**src/rtl/core/ucdp_pkg.sv**
```systemverilog
// Shared types and constants for the configuration descriptor parser.
package ucdp_pkg;

	localparam logic [7:0] TYPE_INTERFACE = 8'd4;
	localparam logic [7:0] TYPE_ENDPOINT  = 8'd5;
	localparam logic [7:0] IF_MIN_LEN     = 8'd8;
	localparam logic [7:0] EP_MIN_LEN     = 8'd6;
	localparam logic [1:0] ATTR_TYPE_MASK = 2'h3;
	localparam logic [7:0] DIR_IN_BIT     = 8'h80;
	localparam logic [3:0] EP_NUM_MASK    = 4'hF;

	// one classified byte, front to back
	typedef struct packed {
		logic       lane_we;
		logic [1:0] lane;
		logic [7:0] data;
		logic       commit_if;
		logic       commit_ep;
		logic       last;
	} op_t;

	typedef struct packed {
		logic       interface_seen;
		logic [7:0] interface_number;
		logic [7:0] interface_class;
		logic [7:0] interface_subclass;
		logic [7:0] interface_protocol;
		logic       in_seen;
		logic [3:0] in_endpoint;
		logic [15:0] in_max_packet;
		logic       out_seen;
		logic [3:0] out_endpoint;
	} result_t;

endpackage

```
**src/rtl/core/ucdp_front.sv**
```systemverilog
// Front end: walks the length/type chain and classifies each byte.
module ucdp_front (
	input  logic            clk,
	input  logic            arst_n,
	input  logic            take,
	input  logic [7:0]      data_byte,
	input  logic            last_byte,
	output ucdp_pkg::op_t   op
);
	import ucdp_pkg::*;

	logic [7:0] pos_q;
	logic [7:0] len_q;
	logic [7:0] type_q;
	logic       halted_q;
	logic [7:0] eff_type;
	logic       at_end;

	always_comb begin
		eff_type = (pos_q == 8'd1) ? data_byte : type_q;
		at_end   = ({1'b0, pos_q} + 9'd1) >= {1'b0, len_q};
		op       = '0;
		op.data  = data_byte;
		op.last  = last_byte;
		if (!halted_q && pos_q != 8'd0) begin
			if (pos_q != 8'd1) begin
				if (type_q == TYPE_INTERFACE) begin
					if (pos_q == 8'd2) begin
						op.lane_we = 1'b1;
						op.lane    = 2'd0;
					end else if (pos_q >= 8'd5 && pos_q <= 8'd7) begin
						op.lane_we = 1'b1;
						op.lane    = 2'(pos_q - 8'd4);
					end
				end else if (type_q == TYPE_ENDPOINT) begin
					if (pos_q >= 8'd2 && pos_q <= 8'd5) begin
						op.lane_we = 1'b1;
						op.lane    = 2'(pos_q - 8'd2);
					end
				end
			end
			if (at_end) begin
				op.commit_if = (eff_type == TYPE_INTERFACE) && (len_q >= IF_MIN_LEN);
				op.commit_ep = (eff_type == TYPE_ENDPOINT) && (len_q >= EP_MIN_LEN);
			end
		end
	end

	always_ff @(posedge clk or negedge arst_n) begin
		if (!arst_n) begin
			pos_q    <= '0;
			len_q    <= '0;
			type_q   <= '0;
			halted_q <= 1'b0;
		end else if (take) begin
			if (last_byte) begin
				pos_q    <= '0;
				len_q    <= '0;
				type_q   <= '0;
				halted_q <= 1'b0;
			end else if (!halted_q) begin
				if (pos_q == 8'd0) begin
					if (data_byte == 8'd0) begin
						halted_q <= 1'b1;
					end else begin
						len_q  <= data_byte;
						type_q <= '0;
						pos_q  <= (data_byte != 8'd1) ? 8'd1 : 8'd0;
					end
				end else begin
					type_q <= eff_type;
					pos_q  <= at_end ? 8'd0 : pos_q + 8'd1;
				end
			end
		end
	end

endmodule

```
**src/rtl/core/ucdp_queue.sv**
```systemverilog
// Small FIFO of classified bytes between front and back.
module ucdp_queue #(
	parameter int DEPTH = 4
) (
	input  logic            clk,
	input  logic            arst_n,
	input  logic            push,
	input  ucdp_pkg::op_t   push_op,
	output logic            full,
	input  logic            pop,
	output logic            empty,
	output ucdp_pkg::op_t   head
);
	import ucdp_pkg::*;

	localparam int PW = (DEPTH > 1) ? $clog2(DEPTH) : 1;
	localparam int CW = $clog2(DEPTH + 1);

	op_t           mem_q [DEPTH];
	logic [PW-1:0] wr_q;
	logic [PW-1:0] rd_q;
	logic [CW-1:0] cnt_q;

	assign full  = (cnt_q == CW'(DEPTH));
	assign empty = (cnt_q == '0);
	assign head  = mem_q[rd_q];

	always_ff @(posedge clk) begin
		if (push) begin
			mem_q[wr_q] <= push_op;
		end
	end

	always_ff @(posedge clk or negedge arst_n) begin
		if (!arst_n) begin
			wr_q  <= '0;
			rd_q  <= '0;
			cnt_q <= '0;
		end else begin
			if (push) begin
				wr_q <= (wr_q == PW'(DEPTH - 1)) ? '0 : wr_q + PW'(1);
			end
			if (pop) begin
				rd_q <= (rd_q == PW'(DEPTH - 1)) ? '0 : rd_q + PW'(1);
			end
			if (push && !pop) begin
				cnt_q <= cnt_q + CW'(1);
			end else if (pop && !push) begin
				cnt_q <= cnt_q - CW'(1);
			end
		end
	end

endmodule

```
**src/rtl/core/ucdp_back.sv**
```systemverilog
// Back end: gathers field bytes, commits descriptors, registers the result.
module ucdp_back (
	input  logic              clk,
	input  logic              arst_n,
	input  logic [1:0]        wanted_type,
	input  logic              op_valid,
	input  ucdp_pkg::op_t     op,
	output logic              op_pop,
	output logic              res_valid,
	input  logic              res_ready,
	output ucdp_pkg::result_t res
);
	import ucdp_pkg::*;

	logic [31:0] pend_q;
	result_t     comm_q;
	result_t     res_q;
	logic        res_valid_q;
	logic [31:0] pend_nx;
	result_t     comm_nx;

	assign op_pop    = op_valid && !(op.last && res_valid_q && !res_ready);
	assign res_valid = res_valid_q;
	assign res       = res_q;

	always_comb begin
		pend_nx = pend_q;
		if (op.lane_we) begin
			case (op.lane)
				2'd0: pend_nx[7:0]   = op.data;
				2'd1: pend_nx[15:8]  = op.data;
				2'd2: pend_nx[23:16] = op.data;
				2'd3: pend_nx[31:24] = op.data;
				default: pend_nx = pend_q;
			endcase
		end
		comm_nx = comm_q;
		if (op.commit_if) begin
			comm_nx.interface_seen     = 1'b1;
			comm_nx.interface_number   = pend_nx[7:0];
			comm_nx.interface_class    = pend_nx[15:8];
			comm_nx.interface_subclass = pend_nx[23:16];
			comm_nx.interface_protocol = pend_nx[31:24];
		end else if (op.commit_ep && ((pend_nx[9:8] & ATTR_TYPE_MASK) == wanted_type)) begin
			if ((pend_nx[7:0] & DIR_IN_BIT) != 8'd0) begin
				comm_nx.in_seen       = 1'b1;
				comm_nx.in_endpoint   = pend_nx[3:0] & EP_NUM_MASK;
				comm_nx.in_max_packet = pend_nx[31:16];
			end else begin
				comm_nx.out_seen     = 1'b1;
				comm_nx.out_endpoint = pend_nx[3:0] & EP_NUM_MASK;
			end
		end
	end

	always_ff @(posedge clk) begin
		if (op_pop && op.last) begin
			res_q <= comm_nx;
		end
	end

	always_ff @(posedge clk or negedge arst_n) begin
		if (!arst_n) begin
			pend_q      <= '0;
			comm_q      <= '0;
			res_valid_q <= 1'b0;
		end else begin
			if (op_pop) begin
				if (op.last) begin
					pend_q <= '0;
					comm_q <= '0;
				end else begin
					pend_q <= pend_nx;
					comm_q <= comm_nx;
				end
			end
			if (op_pop && op.last) begin
				res_valid_q <= 1'b1;
			end else if (res_ready) begin
				res_valid_q <= 1'b0;
			end
		end
	end

endmodule

```
**src/rtl/core/usb_config_descriptor_parser.sv**
```systemverilog
// Top level of the USB configuration descriptor parser.
// Usage:
//   Input channel (in_valid/in_ready): one descriptor byte per beat, with
//   last_byte set on the final byte of the block's total length.
//   Result channel (out_valid/out_ready): one beat per block, issued for the
//   byte flagged last_byte, carrying the captured interface, IN and OUT
//   endpoint fields with a seen flag per group (fields are zero when unseen).
//   Config channel (cfg_valid/cfg_ready): writes wanted_endpoint_type; always
//   ready, write only while no block is in flight.
// Timing: one byte per cycle while in_ready is high. A byte is classified by the
//   front, queued, and applied by the back when it reaches the queue head;
//   out_valid is registered and rises when the back pops the last byte.
// Stall: a stalled result holds in the output register; the back keeps
//   applying bytes until the next last byte reaches it, then the
//   QUEUE_DEPTH-entry queue fills and in_ready drops.
// Reset: clears the walk state, committed fields and queue;
//   wanted_endpoint_type returns to 3 (interrupt).
module usb_config_descriptor_parser #(
	parameter int QUEUE_DEPTH = 4
) (
	input  logic        clk,
	input  logic        arst_n,
	input  logic        cfg_valid,
	output logic        cfg_ready,
	input  logic [1:0]  wanted_endpoint_type,
	input  logic        in_valid,
	output logic        in_ready,
	input  logic [7:0]  data_byte,
	input  logic        last_byte,
	output logic        out_valid,
	input  logic        out_ready,
	output logic        interface_seen,
	output logic [7:0]  interface_number,
	output logic [7:0]  interface_class,
	output logic [7:0]  interface_subclass,
	output logic [7:0]  interface_protocol,
	output logic        in_seen,
	output logic [3:0]  in_endpoint,
	output logic [15:0] in_max_packet,
	output logic        out_seen,
	output logic [3:0]  out_endpoint
);
	import ucdp_pkg::*;

	logic [1:0] wanted_q;
	logic       take;
	logic       q_full;
	logic       q_empty;
	logic       q_pop;
	op_t        front_op;
	op_t        head_op;
	result_t    res;

	assign cfg_ready = 1'b1;
	assign in_ready  = !q_full;
	assign take      = in_valid && !q_full;

	always_ff @(posedge clk or negedge arst_n) begin
		if (!arst_n) begin
			wanted_q <= 2'd3;
		end else if (cfg_valid) begin
			wanted_q <= wanted_endpoint_type;
		end
	end

	ucdp_front u_front (
		.clk       (clk),
		.arst_n    (arst_n),
		.take      (take),
		.data_byte (data_byte),
		.last_byte (last_byte),
		.op        (front_op)
	);

	ucdp_queue #(
		.DEPTH (QUEUE_DEPTH)
	) u_queue (
		.clk     (clk),
		.arst_n  (arst_n),
		.push    (take),
		.push_op (front_op),
		.full    (q_full),
		.pop     (q_pop),
		.empty   (q_empty),
		.head    (head_op)
	);

	ucdp_back u_back (
		.clk         (clk),
		.arst_n      (arst_n),
		.wanted_type (wanted_q),
		.op_valid    (!q_empty),
		.op          (head_op),
		.op_pop      (q_pop),
		.res_valid   (out_valid),
		.res_ready   (out_ready),
		.res         (res)
	);

	assign interface_seen     = res.interface_seen;
	assign interface_number   = res.interface_number;
	assign interface_class    = res.interface_class;
	assign interface_subclass = res.interface_subclass;
	assign interface_protocol = res.interface_protocol;
	assign in_seen            = res.in_seen;
	assign in_endpoint        = res.in_endpoint;
	assign in_max_packet      = res.in_max_packet;
	assign out_seen           = res.out_seen;
	assign out_endpoint       = res.out_endpoint;

endmodule

```
**config.mk**
```make
export PLATFORM = sky130hd
export DESIGN_NAME = usb_config_descriptor_parser
export DESIGN_NICKNAME = d
export VERILOG_FILES = /design/src/rtl/core/ucdp_pkg.sv /design/src/rtl/core/ucdp_front.sv /design/src/rtl/core/ucdp_queue.sv /design/src/rtl/core/ucdp_back.sv /design/src/rtl/core/usb_config_descriptor_parser.sv
export SDC_FILE = /design/constraint.sdc
export NUM_CORES = 1
export LEC_CHECK = 0
export ABC_AREA = 1
export BUFFER_PORTS_ARGS = -buffer_cell sky130_fd_sc_hd__buf_2
export CAP_MARGIN = 20
export CORE_UTILIZATION = 53
export CTS_BUF_LIST = sky130_fd_sc_hd__clkbuf_16
export CTS_CLUSTER_SIZE = 8
export DETAILED_ROUTE_END_ITERATION = 8
export PLACE_DENSITY = 0.68
export SETUP_SLACK_MARGIN = 0.15
export SLEW_MARGIN = 0
export SYNTH_ARGS = -nofsm -noshare
export SYNTH_HDL_FRONTEND = slang
export SYNTH_HIERARCHICAL = 1
export SYNTH_SLANG_ARGS = --single-unit
```
**constraint.sdc**
```tcl
create_clock -name clk -period 3.8 [get_ports clk]
set_input_delay 0.57 -clock clk [delete_from_list [all_inputs] [get_ports clk]]
set_output_delay 0.57 -clock clk [all_outputs]
set_load 0.01 [all_outputs]
```
After elaboration in Yosys (flattened, before gate mapping)
Memories as Yosys holds them, arrays and structs flattened.
Cells that the tools add are included.
{"block": "totals", "reg_bits": 185, "ram_bits": 56, "inputBits": 16, "out_inout_bits": 62, "word_cells": 142, "n_memories": 1}
{"memory": "u_queue.mem_q", "words": 4, "word_bits": 14, "rd": 1, "rd_ports_with_merged_regs": 0, "wr": 1, "line": "ucdp_queue.sv:19", "rtl": "op_t mem_q [DEPTH];"}
{"block": "classes", "addsub": 8, "n_lt_le_gt_ge": 7, "eq_ne": 18, "mux": 48, "n_reduce_logical": 30}
{"operator": "$mux 8", "count": 18}
{"operator": "$mux 32", "count": 2}
{"operator": "$mux 59", "count": 1}
{"operator": "$mux 26", "count": 2}
{"operator": "$mux 33", "count": 1}
{"operator": "$eq 8x3->1 const B", "count": 4}
{"operator": "$mux 3", "count": 9}
{"operator": "$mux 21", "count": 1}
{"operator": "$ge 8x3->1 const B", "count": 2}
{"operator": "$le 8x3->1 const B", "count": 2}
{"operator": "$logic_not 8->1", "count": 2}
{"operator": "$ne 8x1->1 const B", "count": 2}
{"operator": "$logic_and 1x1->1", "count": 13}
{"operator": "$add 8x1->9 const B", "count": 1}
{"operator": "$ge 9x8->1", "count": 1}
{"operator": "$mux 1", "count": 9}
{"operator": "$add 8x1->8 const B", "count": 1}
{"operator": "$eq 2x2->1 const B", "count": 4}
{"operator": "$eq 8x1->1 const B", "count": 1}
{"operator": "$eq 8x2->1 const B", "count": 1}
{"operator": "$ge 8x2->1 const B", "count": 1}
{"operator": "$ge 8x4->1 const B", "count": 1}
{"operator": "$mux 2", "count": 4}
{"operator": "$reduce_bool 8->1", "count": 1}
{"operator": "other kinds (17)", "count": 27}

Logic depth before layout (Yosys ltp)
Gate-level depths: netlist (run 1).
An unclocked memory read counts as a cell.
{"block": "depth", "word_depth": 9, "ltp_mapped": 18, "ltp_nobuf": 16}

Hierarchy
The synthesis (run 1) kept the hierarchy.
{"module": "ucdp_back", "n_inst": 1, "cells_per_inst": 677, "area_per_inst_um2": 6621.4, "seq_area_each_um2": 4073.9}
{"module": "ucdp_queue", "n_inst": 1, "cells_per_inst": 215, "area_per_inst_um2": 2652.5, "seq_area_each_um2": 1856.8}
{"module": "ucdp_front", "n_inst": 1, "cells_per_inst": 276, "area_per_inst_um2": 1981.9, "seq_area_each_um2": 625.6}
{"module": "usb_config_descriptor_parser", "n_inst": 1, "cells_per_inst": 15, "area_per_inst_um2": 105.1, "seq_area_each_um2": 52.6}

Least setup slack after synthesis (run 1)
OpenSTA, ideal clock, no wires.
{"block": "synth_timing", "path_type": "register to register", "start": "reg u_queue.rd_q[0]", "end": "reg u_back.res_q, in the netlist u_back/res[0], enable pin", "setup_time_ns": 0.413, "t_arrival_ns": 2.637, "required_ns": 3.387, "setup_slack_ns": 0.750, "path_stages_with_launch": 10, "path_buffers": 3, "period_less_slack_ns": 3.050, "path_cell_list": "dfrtp_1 > inv_2 > buf_6 > buf_6 > o211ai_1 > nand2_1 > a21oi_1 > clkbuf_1 > nand2_1 > inv_1"}
{"element": "start: declaration", "line": "ucdp_queue.sv:21", "rtl": "logic [PW-1:0] rd_q;"}
{"element": "start signal: assignment", "line": "ucdp_queue.sv:44", "rtl": "rd_q <= (rd_q == PW'(DEPTH - 1)) ? '0 : rd_q + PW'(1);"}
{"element": "end signal: assignment", "line": "ucdp_back.sv:58", "rtl": "res_q <= comm_nx;"}
{"element": "end: declaration", "line": "ucdp_back.sv:17", "rtl": "result_t res_q;"}

==> results of run 1 <==
-- synth_stat cells, types with 7 or more instances --
library cell / count
nand2_1: 315
buf_4: 16
nor3_1: 9
ha_1: 19
nand3_1: 42
edfxtp_1: 115
and2_1: 24
o21a_1: 23
a22o_1: 9
o21ai_0: 70
buf_2: 7
o211ai_1: 28
buf_6: 9
inv_1: 174
o21ai_2: 12
o22ai_1: 39
dfrtp_1: 124
o21ai_1: 9
clkbuf_1: 27
nor2_1: 32
a21oi_1: 9
nand4_1: 29
-- placed cells by master (no fill, tap or decap), types with 6 or more instances in the layout --
master and count:
o21a_1 23, inv_1 197, buf_4 20, a21oi_1 8, o21ai_2 12, edfxtp_1 115, nand4_1 29, nor3_1 9
and2_1 24, buf_2 75, nand2_1 315, ha_1 19, inv_2 7, a22o_1 9, dfrtp_1 124, nor2_2 6
o22ai_1 39, nand2_2 6, nor2_1 31, o211ai_1 28, nand3_1 42, o21ai_1 9, clkbuf_16 37, o21ai_0 70
-- layer usage --
| layer | track usage (%) | routed length [um] | share of wire (%) | up-vias |
|---|---|---|---|---|
| li1 | - | - | - | 4057 |
| met1 | 29.6 | 10800 | 43 | 3915 |
| met2 | 41.0 | 12400 | 50 | 205 |
| met3 | 3.87 | 1020 | 4.1 | 49 |
| met4 | 7.58 | 657 | 2.6 | 0 |
| met5 | 0 | 0 | 0 | - |
-- flip-flops by register name (all words and copies together), names as in the netlist --
| signal | cells |
|---|---|
| wanted_q | 2 |
| u_queue/wr_q | 2 |
| u_queue/mem_q | 56 |
| u_front/len_q | 8 |
| u_back/res | 59 |
| u_queue/cnt_q | 3 |
| u_front/type_q | 8 |
| u_front/halted_q | 1 |
| u_queue/rd_q | 2 |
| u_back/pend_q | 32 |
| u_back/comm_q | 59 |
| u_back/res_valid | 1 |
| u_front/pos_q | 8 |
-- critical path, delay by kind of cell (launching register included) --
family	cells	cell delay [ps]
and+or+nand+nor	6	1060
buffers and inverters	2	570
AOI/OAI and AO/OA	2	710
DFF	1	400
-- worst paths after layout --
| check | startpoint | end | slack, ps |
|---|---|---|---|
| worst max-delay path | u_queue/rd_q[0]$_DFFE_PN0P_ | u_back/res[22]$_DFFE_PP_ | 800 |
| worst min-delay path | arst_n | u_back/comm_q[54]$_DFFE_PN0N_ | 20 |
| worst max register to register | u_queue/rd_q[0]$_DFFE_PN0P_ | u_back/res[22]$_DFFE_PP_ | 800 |
| worst min register to register | u_back/comm_q[13]$_DFFE_PN0N_ | u_back/comm_q[13]$_DFFE_PN0N_ | 480 |
| max in group asynchronous | arst_n | wanted_q[1]$_DFFE_PN1P_ | 2860 |
| min in group clk | wanted_endpoint_type[0] | wanted_q[0]$_DFFE_PN1P_ | 280 |
-- logic make-up (layout without fill, tap and decap cells) --
family,count (synthesis),in the layout,synth area share (%)
AOI/OAI and AO/OA,200,200,11.1
xor gates and xnor gates,5,5,0.385
adders and majority gates,20,20,2.27
buffers and inverters,240,340,9.27
DFF,241,241,58.2
other,1,1,0.0330
and+or+nand+nor,476,476,18.8
-- power by group through the flow --
stage | Combinational, mW | Clock, mW | Sequential [mW]
2_1_floorplan | 3.45 | 0 | 4.43
3_5_place_dp | 5.13 | 0 | 4.30
4_1_cts | 5.15 | 2.87 | 4.27
6_report | 5.15 | 2.81 | 4.26
5_1_grt | 5.76 | 2.98 | 4.35
3_3_place_gp | 5.00 | 0 | 4.28
-- area by class of cell --
cell class              count  area (um^2)  area share [%]
clock buffers              37          926            7.15
clock inverters            25         98.8           0.763
repair buffers             98          586            4.52
multi-input cells         702         3710            28.7
flip-flops and latches    241         6610            51.0
well taps                 275          344            2.66
inverters                 180          676            5.22
==> metrics.cfg, run 1 <==
[logic_synthesis]
synth_cell_type_count = 39
ys_async_sr_fraction_pct = 52.3
yosys.area.top_type_share_pct = 30.4
synth_area_leaders = edfxtp_1 (30%), dfrtp_1 (27%), nand2_1 (10%)
netlist_area_mm2 = 0.0114
ys_warn_count = 6
synth_seq_area_share_pct = 58.2
synthesis.nets = 1219
synthFlopType = dfrtp_1
synth.largest_area_cell = edfxtp_1
avgSynthCellArea_um2 = 9.60
syn_inst = 1183
ys_ff_latch = 241
synth_edf_count = 115

[place]
post_dp_cell_area_mm2 = 0.0119
pre_cts_slack_ps = 851
hpwl_um = 16900
place.gp.congestion = 0.829
portBuffers = 76
dp.cells = 1496

[timing]
timing.hold.ws_ps = 17.8
final_hold_viol_count = 0
setup_slack_ps = 802
tightest_slew_ps = 689
skew_ps = 11.3
rsz0062_at_grt = false
slew_viol_final = 0
relSlewSlack_pct = 53.6
post-route-min-period_ps = 3000
finalCritPeriodShare_pct = 78.9
finalSetupViolCount = 0
finalSetupTns_ps = 0
fmax_mhz = 334

[cts]
cts_buffer_depth = 3
cts_hold_buf = 0
cts-resized-gates = 0
cts-buffers-inserted = 36
post_cts_buffers = 0
tritoncts = built
htreeDepth = 2
cts-root-buf = clkbuf_16
cts.sinks = 241
insertion_delay_ps = 490
path_clk_slew_ps = 50

[worst_setup_path]
path_max_fanout = 30
cpPeakStageDelay_ps = 610
cp-start-kind = flop
required_ps = 4040
slowest_stage = o21ai_0
crit_chain = inv_2, nand2_1, o211ai_1, nand2_1, nor2_2, nand2_2, o21ai_0, buf_4, nand4_1, and2_1
worstRegToRegCells = 10
crit_type = flop to flop
arrival_ps = 3240
path_common_cell = nand2_1
end_kind = flop

[power_and_ir_drop]
finalPower_mw = 12.2
leakagePower_nw = 6.27
power_per_cell_area_mw_per_mm2 = 944
combPwrFrac_pct = 42.1
clockPowerShare_pct = 23.0
internal_power_mw = 7.23
p_seq_share_pct = 34.9
swShare_pct = 40.8
power_switching_mw = 4.99
peakVddDrop_uv = 468

[routing]
wl_per_cell_um = 16.0
route.detailed.drc = 0
drt_iter0_drc = 534
first_pass_iters = 5
ant_nets = 0
viasPerCell = 5.28
vias = 8226
drt-total-wl_um = 24900

[global_routing]
grt-ovfl-total = 0
grt_max_degree = 58
grt_usage_pct = 23.4
grt_pass1_wl_um = 40600
antenna_found_initial = 0
grt_pass1_vias = 8042

[status]
status = completed

[floorplan]
rows = 53
core-area_mm2 = 0.0210
initial_core_util_pct = 54.0
die_y_um = 148
die_area_mm2 = 0.0220
die_x_um = 148
io_pins = 78

[finish]
antenna_cells = 0
drive_gt1_share_pct = 14.2
final_cell_area_mm2 = 0.0130
finalNonFillerCells = 1558
area_delta_synth_final_pct = 14.0
nets = 1295
num-fill-cells = 1774
post-route-util_pct = 61.6

[worst_hold_path]
hold_class = input pin to asynchronous set/reset pin

[flow_run]
maxCapViolCount = 0

Power figures use the tool's default switching activity.
==> inputs of run 2 (changes only) <==
Settings changed: ABC_AREA 1 to 0.
Clock period 3.8 ns to 2.99 ns, I/O delays scaled along.
==> metrics.cfg, run 2 <==
[status]
status = completed

[floorplan]
io_pins = 78  ; unchanged
rows = 51  ; -3.8%
die_y_um = 145  ; -2.4%
initial_core_util_pct = 54.9  ; +0.82 points
die_x_um = 145  ; -2.4%
core-area_mm2 = 0.0197  ; -6.2%
die_area_mm2 = 0.0210  ; -4.7%

[worst_setup_path]
crit_chain = buf_6, mux4_2, nor3b_4, mux2i_2, or3_4, clkbuf_16, or4_1, o21ai_1
crit_type = flop to flop
arrival_ps = 3220  ; -20 ps
slowest_stage = mux4_2
cp-start-kind = flop
cpPeakStageDelay_ps = 550  ; -60 ps
end_kind = flop
crit_family = simple AND/OR/NAND/NOR gates
required_ps = 3420  ; -620 ps
path_max_fanout = 5  ; -83%
path_buf_inv = 2  ; unchanged

[power_and_ir_drop]
clockPowerShare_pct = 24.7  ; +1.7 points
finalPower_mw = 14.8  ; +21%
swShare_pct = 37.2  ; -3.6 points
combPwrFrac_pct = 40.1  ; -2.0 points
peakVddDrop_uv = 615  ; +31%
leakagePower_nw = 5.54  ; -12%
internal_power_mw = 9.32  ; +29%
p_seq_share_pct = 35.2  ; +0.3 points
power_per_cell_area_mw_per_mm2 = 1140  ; +21%
power_switching_mw = 5.52  ; +11%

[logic_synthesis]
synth_compound_area_share_pct = 13.1  ; +2.0 points
synth_area_leaders = edfxtp_1 (32%), dfrtp_1 (29%), o21ai_0 (4.9%)
synthFlopType = dfrtp_1
synth.largest_area_cell = edfxtp_1
syn_inst = 888  ; -25%
yosys.area.top_type_share_pct = 31.9  ; +1.5 points
avgSynthCellArea_um2 = 12.2  ; +27%
ys_ff_latch = 241  ; unchanged
synth_seq_area_share_pct = 61.1  ; +2.9 points
synth_cell_type_count = 70  ; +79%
netlist_area_mm2 = 0.0108  ; -4.8%
synthMuxAreaShare_pct = 6.50  ; +6.5 points
synth_edf_count = 115  ; unchanged
netlist_top_cells_count = dfrtp_1 (124), edfxtp_1 (115), o21ai_0 (106)
ys_warn_count = 6  ; unchanged
synthXorXnorAreaFrac_pct = 0.729  ; +0.34 points
synth_fa_ha_area_share_pct = 2.38  ; +0.11 points
ys_async_sr_fraction_pct = 52.3  ; unchanged
synth-simple-area-share_pct = 12.5  ; -6.3 points
synthesis.nets = 924  ; -24%
synth_top_family_by_area = compound AO/OA/AOI/OAI gates
yosys.cell_count.top_type = dfrtp_1

[cts]
cts-root-buf = clkbuf_16
tritoncts = built
cts-buffers-inserted = 36  ; unchanged
htreeDepth = 2  ; unchanged
path_clk_slew_ps = 50  ; about the same
cts_buffer_depth = 3  ; unchanged
insertion_delay_ps = 500  ; about the same
cts.sinks = 241  ; unchanged

[timing]
timing.hold.ws_ps = 176  ; +158 ps
finalSetupTns_ps = 0  ; unchanged
skew_ps = 24.5  ; +13.2 ps
final_hold_viol_count = 0  ; unchanged
relSlewSlack_pct = 37.5  ; -16 points
slew_viol_final = 0  ; unchanged
finalCritPeriodShare_pct = 93.6  ; +15 points
fmax_mhz = 357  ; +7.1%
post-route-min-period_ps = 2800  ; -199 ps
finalSetupViolCount = 0  ; unchanged
tightest_slew_ps = 931  ; +241 ps
rsz0062_at_grt = true

[global_routing]
grt-ovfl-total = 0  ; unchanged
grt_usage_pct = 23.7  ; +0.30 points
antenna_found_initial = 0  ; unchanged
grt_max_degree = 69  ; +19%
grt_pass1_vias = 7008  ; -13%
grt_pass1_wl_um = 37900  ; -6.6%

[routing]
vias = 7525  ; -8.5%
drt_iter0_drc = 530  ; -0.75%
viasPerCell = 5.81  ; +10%
drt-total-wl_um = 24500  ; -1.3%
route.detailed.drc = 0  ; unchanged
first_pass_iters = 5  ; unchanged
wl_per_cell_um = 19.0  ; +19%
ant_nets = 0  ; unchanged

[finish]
area_delta_synth_final_pct = 20.2
drive_gt1_share_pct = 23.2  ; +9.0 points
antenna_cells = 0  ; unchanged
post-route-util_pct = 66.0  ; +4.4 points
mostFrequentLayoutCell = dfrtp_1
layout_common_cells = dfrtp_1 (120), edfxtp_1 (115), nand2_1 (91)
nets = 1039  ; -20%

[place]
place.gp.congestion = 0.826  ; -0.43%
portBuffers = 76  ; unchanged
hpwl_um = 15100  ; -11%

[flow_run]
maxCapViolCount = 0  ; unchanged

[worst_hold_path]
hold_class = input pin to flop

[run 2: power by group through the flow]
stage	combinational [mW]	clock (mW)	sequential (mW)
6_report	5.96	3.66	5.22
5_1_grt	6.49	3.86	5.34
4_1_cts	5.57	3.72	5.21
3_5_place_dp	5.52	0	5.25
3_3_place_gp	5.42	0	5.23
2_1_floorplan	3.35	0	5.42
[run 2: cell families (layout without fill, tap and decap cells)]
group | count (synthesis) | after routing
AOI/OAI and AO/OA | 226 | 226
adders and majority gates | 20 | 20
buffers and inverters | 84 | 226
xor gates and xnor gates | 9 | 9
muxes | 49 | 49
DFF | 241 | 241
and+or+nand+nor | 258 | 258
other | 1 | 1
[run 2: per-stage QoR]
step | setup slack, ps | cell area [um^2] | std cells
after floorplan | 150 | 10800 | 888
after global placement | 86.9 | 11600 | 1214
after detailed placement | 77.2 | 11700 | 1215
after CTS | 141 | 12700 | 1281
after global routing | 93.6 | 13000 | 1295
final | 191 | 13000 | 1295
[run 2: path summary, 6_finish.rpt]
path                                         startpoint                             to  slack, ps  cells past startpoint
setup / recovery            u_queue/rd_q[0]$_DFFE_PN0P_   u_back/comm_q[8]$_DFFE_PN0N_        190                      8
setup reg to reg            u_queue/rd_q[0]$_DFFE_PN0P_   u_back/comm_q[8]$_DFFE_PN0N_        190                      8
min in group asynchronous                        arst_n  u_back/comm_q[27]$_DFFE_PN0N_        340                      2
hold reg to reg            u_back/pend_q[3]$_DFFE_PN0N_   u_back/pend_q[3]$_DFFE_PN0N_        480                      1
max in group asynchronous                        arst_n   u_front/pos_q[1]$_DFFE_PN0P_       1920                      3
hold / removal                  wanted_endpoint_type[1]        wanted_q[1]$_DFFE_PN1P_        180                      2
[run 2: final cells by class]
| cell class | instances | area, um^2 |
|---|---|---|
| clock inverter | 27 | 119 |
| multi-input combinational | 563 | 3900 |
| inverter | 24 | 93.8 |
| tap | 265 | 332 |
| fill | 1471 | 6710 |
| timing repair buffer | 137 | 997 |
| clock buffer | 38 | 951 |
| sequential | 241 | 6610 |
[run 2: what timing repair did]
item / in CTS / in global routing
gates cloned: 0 / 4
endpoints found under the setup margin: 39 / 58
buffers inserted: 0 / 10
hold buffers: 1 / 0
hold endpoints to repair: 8 / 0
resized for setup: 4 / 39
pin swaps: 0 / 2
[run 2: worst register-to-register path: stages (launching register included)]
cell and delay (ps):
dfrtp_2 430, buf_6 120, mux4_2 550, nor3b_4 280, mux2i_2 140, or3_4 440
clkbuf_16 190, or4_1 500, o21ai_1 90
[run 2: per-layer routing]
layer | track usage [%] | wire length (um) | vias up
li1 | - | - | 3491
met2 | 38.2 | 11900 | 270
met5 | 0 | 0 | -
met3 | 4.18 | 1540 | 52
met4 | 7.59 | 599 | 0
met1 | 32.8 | 10600 | 3712
==> inputs of run 3 (changes only) <==
Settings changed: ABC_AREA 0 to 1.
==> metrics.cfg, run 3 (synthesis gave the netlist of run 1 again) <==
[timing]
slew_viol_final = 0  ; unchanged
finalCritPeriodShare_pct = 86.3  ; -7.3 points
finalSetupViolCount = 0  ; unchanged
tightest_slew_ps = 683  ; -247 ps
relSlewSlack_pct = 54.4  ; +17 points
post-route-min-period_ps = 2580  ; -220 ps
fmax_mhz = 388  ; +8.5%
finalSetupTns_ps = 0  ; unchanged
setup_slack_ps = 411  ; +220 ps
final_hold_viol_count = 0  ; unchanged
rsz0062_at_grt = false
skew_ps = 21.3  ; -3.21 ps

[worst_setup_path]
end_kind = flop
slowest_stage = dfrtp_1
crit_chain = inv_4, buf_4, nand2_1, o211ai_1, nand2_1, inv_1, nand2_1, nand2_1, nor2_4, buf_4, nor2_4, nand4_1, and2_1
cpPeakStageDelay_ps = 420  ; -130 ps
required_ps = 3250  ; -170 ps
worstRegToRegCells = 13  ; +5
r2r_end = u_back/res[5]$_DFFE_PP_
path_max_fanout = 25  ; +20
rrSetupSlack_ps = 410  ; +220 ps
cp-start-kind = flop
crit_type = flop to flop
reg2reg_from = u_queue/rd_q[0]$_DFFE_PN0P_
arrival_ps = 2840  ; -380 ps
path_common_cell = nand2_1

[global_routing]
busiest_layer = met2
grt_pass1_vias = 7797  ; +11%
grt_pass1_wl_um = 40300  ; +6.4%
grt-ovfl-total = 0  ; unchanged
use_met3_pct = 3.68  ; -0.50 points
use_met2_pct = 39.2  ; +1.0 points
antenna_found_initial = 0  ; unchanged
grt_max_degree = 71  ; +2.9%
grtUsageMet1_pct = 31.6  ; -1.2 points
grt_usage_pct = 23.4  ; -0.31 points

[power_and_ir_drop]
power_per_cell_area_mw_per_mm2 = 1220  ; +6.6%
finalPower_mw = 16.1  ; +8.2%
peakVddDrop_uv = 571  ; -7.2%
leakagePower_nw = 6.39  ; +15%

[routing]
vias = 8374  ; +11%
viasPerCell = 5.28  ; -9.1%
ant_nets = 0  ; unchanged
drt-total-wl_um = 25200  ; +2.5%
first_pass_iters = 5  ; unchanged
route.detailed.drc = 0  ; unchanged
drt_iter0_drc = 504  ; -4.9%
wl_per_cell_um = 15.9  ; -16%

[place]
place.gp.congestion = 0.873  ; +5.7%
portBuffers = 76  ; unchanged
dp.cells = 1512  ; +24%
pre_cts_slack_ps = 299  ; +222 ps
hpwl_um = 16500  ; +9.1%

[cts]
insertion_delay_ps = 510  ; about the same
cts-buffers-inserted = 36  ; unchanged
path_clk_slew_ps = 50  ; about the same
htreeDepth = 2  ; unchanged
cts_buffer_depth = 3  ; unchanged
cts.sinks = 241  ; unchanged
cts-root-buf = clkbuf_16
tritoncts = built

[floorplan]
die_area_mm2 = 0.0220  ; +5.0%
initial_core_util_pct = 54.0  ; -0.82 points
core-area_mm2 = 0.0210  ; +6.6%
die_y_um = 148  ; +2.4%
rows = 53  ; +3.9%
die_x_um = 148  ; +2.4%
io_pins = 78  ; unchanged

[finish]
drive_gt1_share_pct = 16.0  ; -7.2 points
mostFrequentLayoutCell = nand2_1
antenna_cells = 0  ; unchanged
area_delta_synth_final_pct = 16.2
nets = 1320  ; +27%
layout_common_cells = nand2_1 (313), inv_1 (198), dfrtp_1 (124)
finalNonFillerCells = 1586  ; +22%

[worst_hold_path]
holdPathStages = 3  ; +1
hold_path_startpoint = wanted_endpoint_type[0]
hold_class = input pin to flop
whs_endpoint = wanted_q[0]$_DFFE_PN1P_

[flow_run]
maxCapViolCount = 0  ; unchanged

[status]
status = completed

## run 3: cell count changes in the layout (fill, tap and decap cells not counted), moves of 19 or more
cell,change
nand4_1,+28
mux2i_1,-24
nand3_1,+22
o211ai_1,+19
a21oi_1,-30
o21ai_0,-21
inv_1,+152
o21a_1,+19
nor2_1,-22
o22ai_1,+39
nand2_1,+222
## run 3: layout make-up
class / count / area [um^2]
well taps: 275 / 344
multi-input cells: 705 / 3770
fillers: 1747 / 7820
inverters: 180 / 682
flip-flops and latches: 241 / 6610
repair buffers: 120 / 757
clock buffers: 37 / 926
clock inverters: 28 / 120
## run 3: critical path, delay by kind of cell (launching register included)
family	cells	cell delay, ps
DFF	1	420
and+or+nand+nor	8	1160
AOI/OAI and AO/OA	1	90
buffers and inverters	4	660
## run 3: metal layers
layer	up-vias	part of all wire, %
met1	3982	44
met4	0	1.7
met3	38	4.5
li1	4113	-
met2	241	49
met5	-	0
## run 3: how the worst max path moves through the flow
stage	start	endpoint	slack, ps	cells past startpoint
2_1_floorplan	u_queue/rd_q[0]$_DFFE_PN0P_	u_queue/cnt_q[1]$_DFFE_PN0P_	320	14
3_3_place_gp	u_queue/rd_q[0]$_DFFE_PN0P_	u_back/comm_q[23]$_DFFE_PN0N_	400	14
3_5_place_dp	u_queue/rd_q[0]$_DFFE_PN0P_	u_back/res[14]$_DFFE_PP_	300	13
4_1_cts	u_queue/rd_q[0]$_DFFE_PN0P_	u_back/res[14]$_DFFE_PP_	280	13
5_1_grt	u_queue/rd_q[0]$_DFFE_PN0P_	u_back/res[12]$_DFFE_PP_	160	13
6_report	u_queue/rd_q[0]$_DFFE_PN0P_	u_back/res[5]$_DFFE_PP_	410	13
## run 3: stage by stage
step / util [%] / hold slack (ps) / cell area, um^2
6_report: 62.8 / 135 / 13200
3_5_place_dp: 57.3 / 406 / 12100
4_1_cts: 62.3 / 119 / 13100
3_3_place_gp: 57.3 / 411 / 12100
2_1_floorplan: - / 153 / 11400
5_1_grt: 62.8 / 141 / 13200
## run 3: repair_timing
| item | CTS | global route |
|---|---|---|
| hold buffers | 1 | 0 |
| hold endpoints to repair | 27 | 0 |
| endpoints found under the setup margin | 0 | 46 |
| resized for setup | 0 | 8 |
| buffers inserted | 0 | 5 |
## run 3: power by group
group | internal (mW) | switching, mW
sequential | 4.96 | 0.443
clock | 2.22 | 1.40
combinational | 2.32 | 4.71
